**src/rtl/core/assert_macros.svh**
```systemverilog
// Assertion macros shared by the prime field arithmetic unit RTL.
// Depends on nothing; included by the files that carry assertions.
`ifndef ASSERT_MACROS_SVH
`define ASSERT_MACROS_SVH

// Checks a property at every rising clock edge outside reset.
`define ASSERT_AT(label, clk, rst_n, prop, msg) \
	label: assert property (@(posedge clk) disable iff (!rst_n) (prop)) else $error(msg);

// Checks that a condition never holds at a rising clock edge outside reset.
`define ASSERT_NEVER(label, clk, rst_n, cond, msg) \
	`ASSERT_AT(label, clk, rst_n, !(cond), msg)

`endif

```
**src/rtl/core/pfau_pkg.sv**
```systemverilog
// Package of the prime field arithmetic unit: field widths, operation codes and shared types.
// Depends on nothing; used by the interfaces, the RTL modules and the testbench.
`timescale 1ns / 1ps

package pfau_pkg;

	// Default field: GF(929) with generator 3.
	localparam int DEF_MODULUS   = 929;
	localparam int DEF_GENERATOR = 3;

	// Fixed widths of the transaction fields.
	localparam int OP_W   = 3;
	localparam int OPND_W = 10;
	localparam int RES_W  = 10;

	// Fraction bits of the reciprocal used to reduce operands modulo the prime.
	localparam int RECIP_SHIFT = 20;

	// Operation codes.
	typedef enum logic [OP_W-1:0] {
		OP_ADD = 3'd0,
		OP_SUB = 3'd1,
		OP_MUL = 3'd2,
		OP_INV = 3'd3,
		OP_EXP = 3'd4,
		OP_LOG = 3'd5
	} op_t;

	// States of the table build sequencer.
	typedef enum logic [1:0] {
		INIT_CLEAR,
		INIT_FILL,
		INIT_DONE
	} init_state_t;

	// Read enables of the table memories.
	typedef struct packed {
		logic log_en;
		logic pow_en;
	} pfau_rd_t;

endpackage

```
**src/rtl/core/pfau_reduce.sv**
```systemverilog
// Two-stage reduction of a raw operand modulo the prime by reciprocal multiplication.
// Depends on pfau_pkg.
`timescale 1ns / 1ps

module pfau_reduce #(
	parameter int MODULUS = pfau_pkg::DEF_MODULUS,
	localparam int EW = $clog2(MODULUS)
) (
	input  logic                          clk,
	input  logic                          en_s1,
	input  logic                          en_s2,
	input  logic [pfau_pkg::OPND_W-1:0]   value,
	output logic [EW-1:0]                 residue_s2
);
	import pfau_pkg::*;

	localparam int PROD_W = OPND_W + RECIP_SHIFT;
	localparam int QM_W   = OPND_W + EW;
	localparam logic [RECIP_SHIFT-1:0] RECIP_C = RECIP_SHIFT'((1 << RECIP_SHIFT) / MODULUS);
	localparam logic [EW:0]            MOD_C   = (EW + 1)'(MODULUS);

	logic [PROD_W-1:0] prod;
	logic [OPND_W-1:0] quot_s1;
	logic [OPND_W-1:0] value_s1;
	logic [QM_W-1:0]   qm;
	logic [QM_W-1:0]   diff;
	logic [EW:0]       rem;

	// Quotient estimate: never high, at most one below the true quotient.
	assign prod = PROD_W'(value) * PROD_W'(RECIP_C);

	always_ff @(posedge clk) begin
		if (en_s1) begin
			value_s1 <= value;
			quot_s1  <= prod[PROD_W-1:RECIP_SHIFT];
		end
	end

	// The remainder is below twice the prime, so one conditional subtract finishes it.
	assign qm   = QM_W'(quot_s1) * QM_W'(MOD_C);
	assign diff = QM_W'(value_s1) - qm;
	assign rem  = diff[EW:0];

	always_ff @(posedge clk) begin
		if (en_s2) begin
			residue_s2 <= (rem >= MOD_C) ? EW'(rem - MOD_C) : rem[EW-1:0];
		end
	end

endmodule

```
**config.mk**
```make
export PLATFORM = sky130hd
export DESIGN_NAME = pfau_reduce
export DESIGN_NICKNAME = d
export VERILOG_FILES = /design/src/rtl/core/assert_macros.svh /design/src/rtl/core/pfau_pkg.sv /design/src/rtl/core/pfau_reduce.sv
export SDC_FILE = /design/constraint.sdc
export NUM_CORES = 1
export LEC_CHECK = 0
export BUFFER_PORTS_ARGS = -buffer_cell sky130_fd_sc_hd__buf_2
export CAP_MARGIN = 10
export CORE_MARGIN = 8
export CORE_UTILIZATION = 25
export DETAILED_ROUTE_END_ITERATION = 10
export GPL_TIMING_DRIVEN = 1
export SLEW_MARGIN = 20
export SYNTH_ARGS = -nofsm -noshare
export SYNTH_HDL_FRONTEND = slang
export SYNTH_SLANG_ARGS = --single-unit
```
**constraint.sdc**
```tcl
create_clock -name clk -period 4.7 [get_ports clk]
set_input_delay 0.705 -clock clk [delete_from_list [all_inputs] [get_ports clk]]
set_output_delay 0.705 -clock clk [all_outputs]
set_load 0.05 [all_outputs]
```
==> metrics.csv <==
stage;metric;value;unit
floorplanning;total core area;9110;um2
yosys;sequential area share after synthesis;27.4;%
routing;DRT iter0 DRCs;47;
yosys;Unique masters post-synth;44;
yosys;Synthesized Nets;294;
routing;Routed Antenna Nets;0;
routing;detailed-route vias per instance;4.39;
clocking;worst skew pair latency;260;ps
global_routing;largest net degree at the start of global routing;12;
clocking;CTS tree;yes;
floorplanning;DIE AREA;12500;um2
placement;placed inst area;2540;um2
floorplanning;Core Rows;35;
setup_path;CP startpoint kind;input port;
floorplanning;IO Pins;23;
floorplanning;Die X-Extent;112;um
pwr;Max rail drop VDD;107;uV
flow_run;max-cap violations;0;
placement;setup slack at placement;831;ps
clocking;CTS Sinks;21;
sta;period utilisation layout;75.9;%
finish;Final Cell Area;2580;um2
yosys;most numerous cell in the Yosys netlist;ha_1;
clocking;cts repair resizes;0;
clocking;CTS Buffer Depth;2;
sta;minimum clock period;3570;ps
sta;clk_skew;1.18;ps
finish;layout cell share with drive strength beyond 1;14.4;%
setup_path;CP arrival;3580;ps
min_path;worst min-delay path class;input port to register;
clocking;CTS buffer count;3;
global_routing;remaining global-route overflow;0;
clocking;H-tree levels;1;
finish;Layout area overhead;12.1;%
routing;Vias;1555;
sta;count of pins over their slew limit;0;
setup_path;WS Path Type;input port to register;
yosys;Mapped Area;2300;um2
yosys;Synth Register Bits;21;
status;status;finished clean;
yosys;number of flops mapped to enable cells by yosys;21;
yosys;warning count from the yosys run;0;
clocking;Reg clk slew, reported paths;80;ps
sta;final hold violations;0;
setup_path;endpoint class of the critical path;register;
sta;TNS Setup;0;ps
pwr;pwr dens;309;nW/um2
yosys;ys flop type;edfxtp_1;
routing;Post-Route WL;4.12;mm
finish;# diodes;0;
routing;DRT Pass-1 Iters;4;
sta;final setup fails;0;
pwr;Lkg Pwr;1.21;nW
global_routing;total track usage;7.17;%
routing;Remaining DRCs;0;
sta;RSZ-0062 raised after global routing;no;
yosys;Synth top cells by count;ha_1 (51), inv_1 (39), edfxtp_1 (21), fa_1 (11), xnor2_1 (11);
floorplanning;die height;112;um
setup_path;Crit path required time;4710;ps
yosys;synthesized instance count;219;
sta;worst-margin pin slew;471;ps
global_routing;initial antenna violation count;0;
yosys;area leader, netlist;ha_1;
clocking;number of buffers added for setup after CTS;0;
sta;Slew headroom;68.4;%
finish;Nets;319;
sta;Highest Clock Rate;280;MHz
placement;gpl congestion;0.813;
global_routing;number of global-route vias before repair;1620;
yosys;Avg Synthesized Cell Area;10.5;um2
yosys;Synth top area share;27.7;%
placement;post-DP HPWL;3.62;mm
sta;Final WS setup;1130;ps
yosys;Post-synth ARST share;0;%
yosys;Synth area leaders;ha_1 (28%), edfxtp_1 (27%), fa_1 (9.6%);
clocking;Root Buffer;clkbuf_8;
routing;WL/cell;11.6;um
setup_path;CP max FO;4;
global_routing;global-route wire length before repair;7.51;mm
clocking;# hold bufs at CTS;0;
placement;I/O Buffers;22;
floorplanning;Initial Util;25.3;%
pwr;Design Power;0.798;mW
-- layer usage --
layer  GRT usage, %  up-vias  routed length (um)
li1               -      822                   -
met1           8.19      710                1740
met2           13.2       19                2170
met3           1.30        4                 167
met4           2.16        0                  43
met5              0        -                   0
-- power breakdown --
group          leakage [nW]  internal, mW  switching [mW]
Combinational         0.980         0.162           0.261
Clock                0.0228        0.0604          0.0592
Sequential            0.206         0.244          0.0115
-- worst max-delay path: stages --
cell      delay (ps)
buf_2            120
ha_1             190
ha_1             270
ha_1             280
inv_1             50
fa_1             530
inv_1             40
ha_1             260
and3_1           160
a31o_2           230
a21oi_1          150
nor2b_1           60
o211ai_1         180
a31oi_1          110
o31a_1           240
-- per-stage QoR --
step / utilization, % / std cells / hold slack [ps]
6_report: 28.3 / 354 / 679
5_1_grt: 28.3 / 354 / 681
4_1_cts: 28.3 / 354 / 675
3_5_place_dp: 27.8 / 350 / 798
3_3_place_gp: 27.8 / 350 / 793
2_1_floorplan: - / 219 / 728
-- layout make-up --
| class | count | area, um2 |
|---|---|---|
| multi-input cells | 157 | 1510 |
| well taps | 111 | 139 |
| repair buffers | 22 | 110 |
| clock buffers | 4 | 45.0 |
| inverters | 39 | 146 |
| flip-flops and latches | 21 | 631 |
| fillers | 975 | 6530 |
-- worst paths after layout --
| kind | start | end | slack (ps) | cells past startpoint |
|---|---|---|---|---|
| worst max-delay path | value[1] | quot_s1[0] | 1130 | 15 |
| worst min-delay path | value[1] | value_s1[1] | 680 | 1 |
| worst max register to register | value_s1[0] | residue_s2[2] | 1960 | 10 |
| worst min register to register | value_s1[6] | residue_s2[6] | 820 | 2 |
-- cell usage in the layout (no fill, tap or decap), types with 2 or more instances in the layout --
cell	instances
fa_1	11
xnor2_1	11
edfxtp_1	21
o31a_1	2
o21ai_2	2
buf_2	22
o2bb2ai_1	2
mux2i_1	2
o21ai_0	9
a21o_1	2
nor2_1	10
nor3_1	4
ha_1	51
a31oi_1	4
inv_1	39
clkbuf_8	3
or3_1	2
and3_1	2
nand2_1	5
nand2b_1	3
nor2b_1	4
a21oi_1	9
-- kinds of logic (layout without fill, tap and decap cells) --
logic type | count (synthesis) | count (layout) | synth area share (%)
AO/OA/AOI/OAI | 42 | 42 | 12.9
AND/OR/NAND/NOR | 38 | 38 | 9.46
XOR/XNOR | 12 | 12 | 4.57
buffers and inverters | 41 | 65 | 7.01
flip-flops | 21 | 21 | 27.4
multiplexers | 3 | 3 | 1.36
adder cells (fa/ha/maj) | 62 | 62 | 37.3
-- sequential cells by signal, summed over array words and instances, names as in the netlist --
name / cells
quot_s1: 1
residue_s2: 10
value_s1: 10
Note: power is estimated with default switching activity, not from simulation.
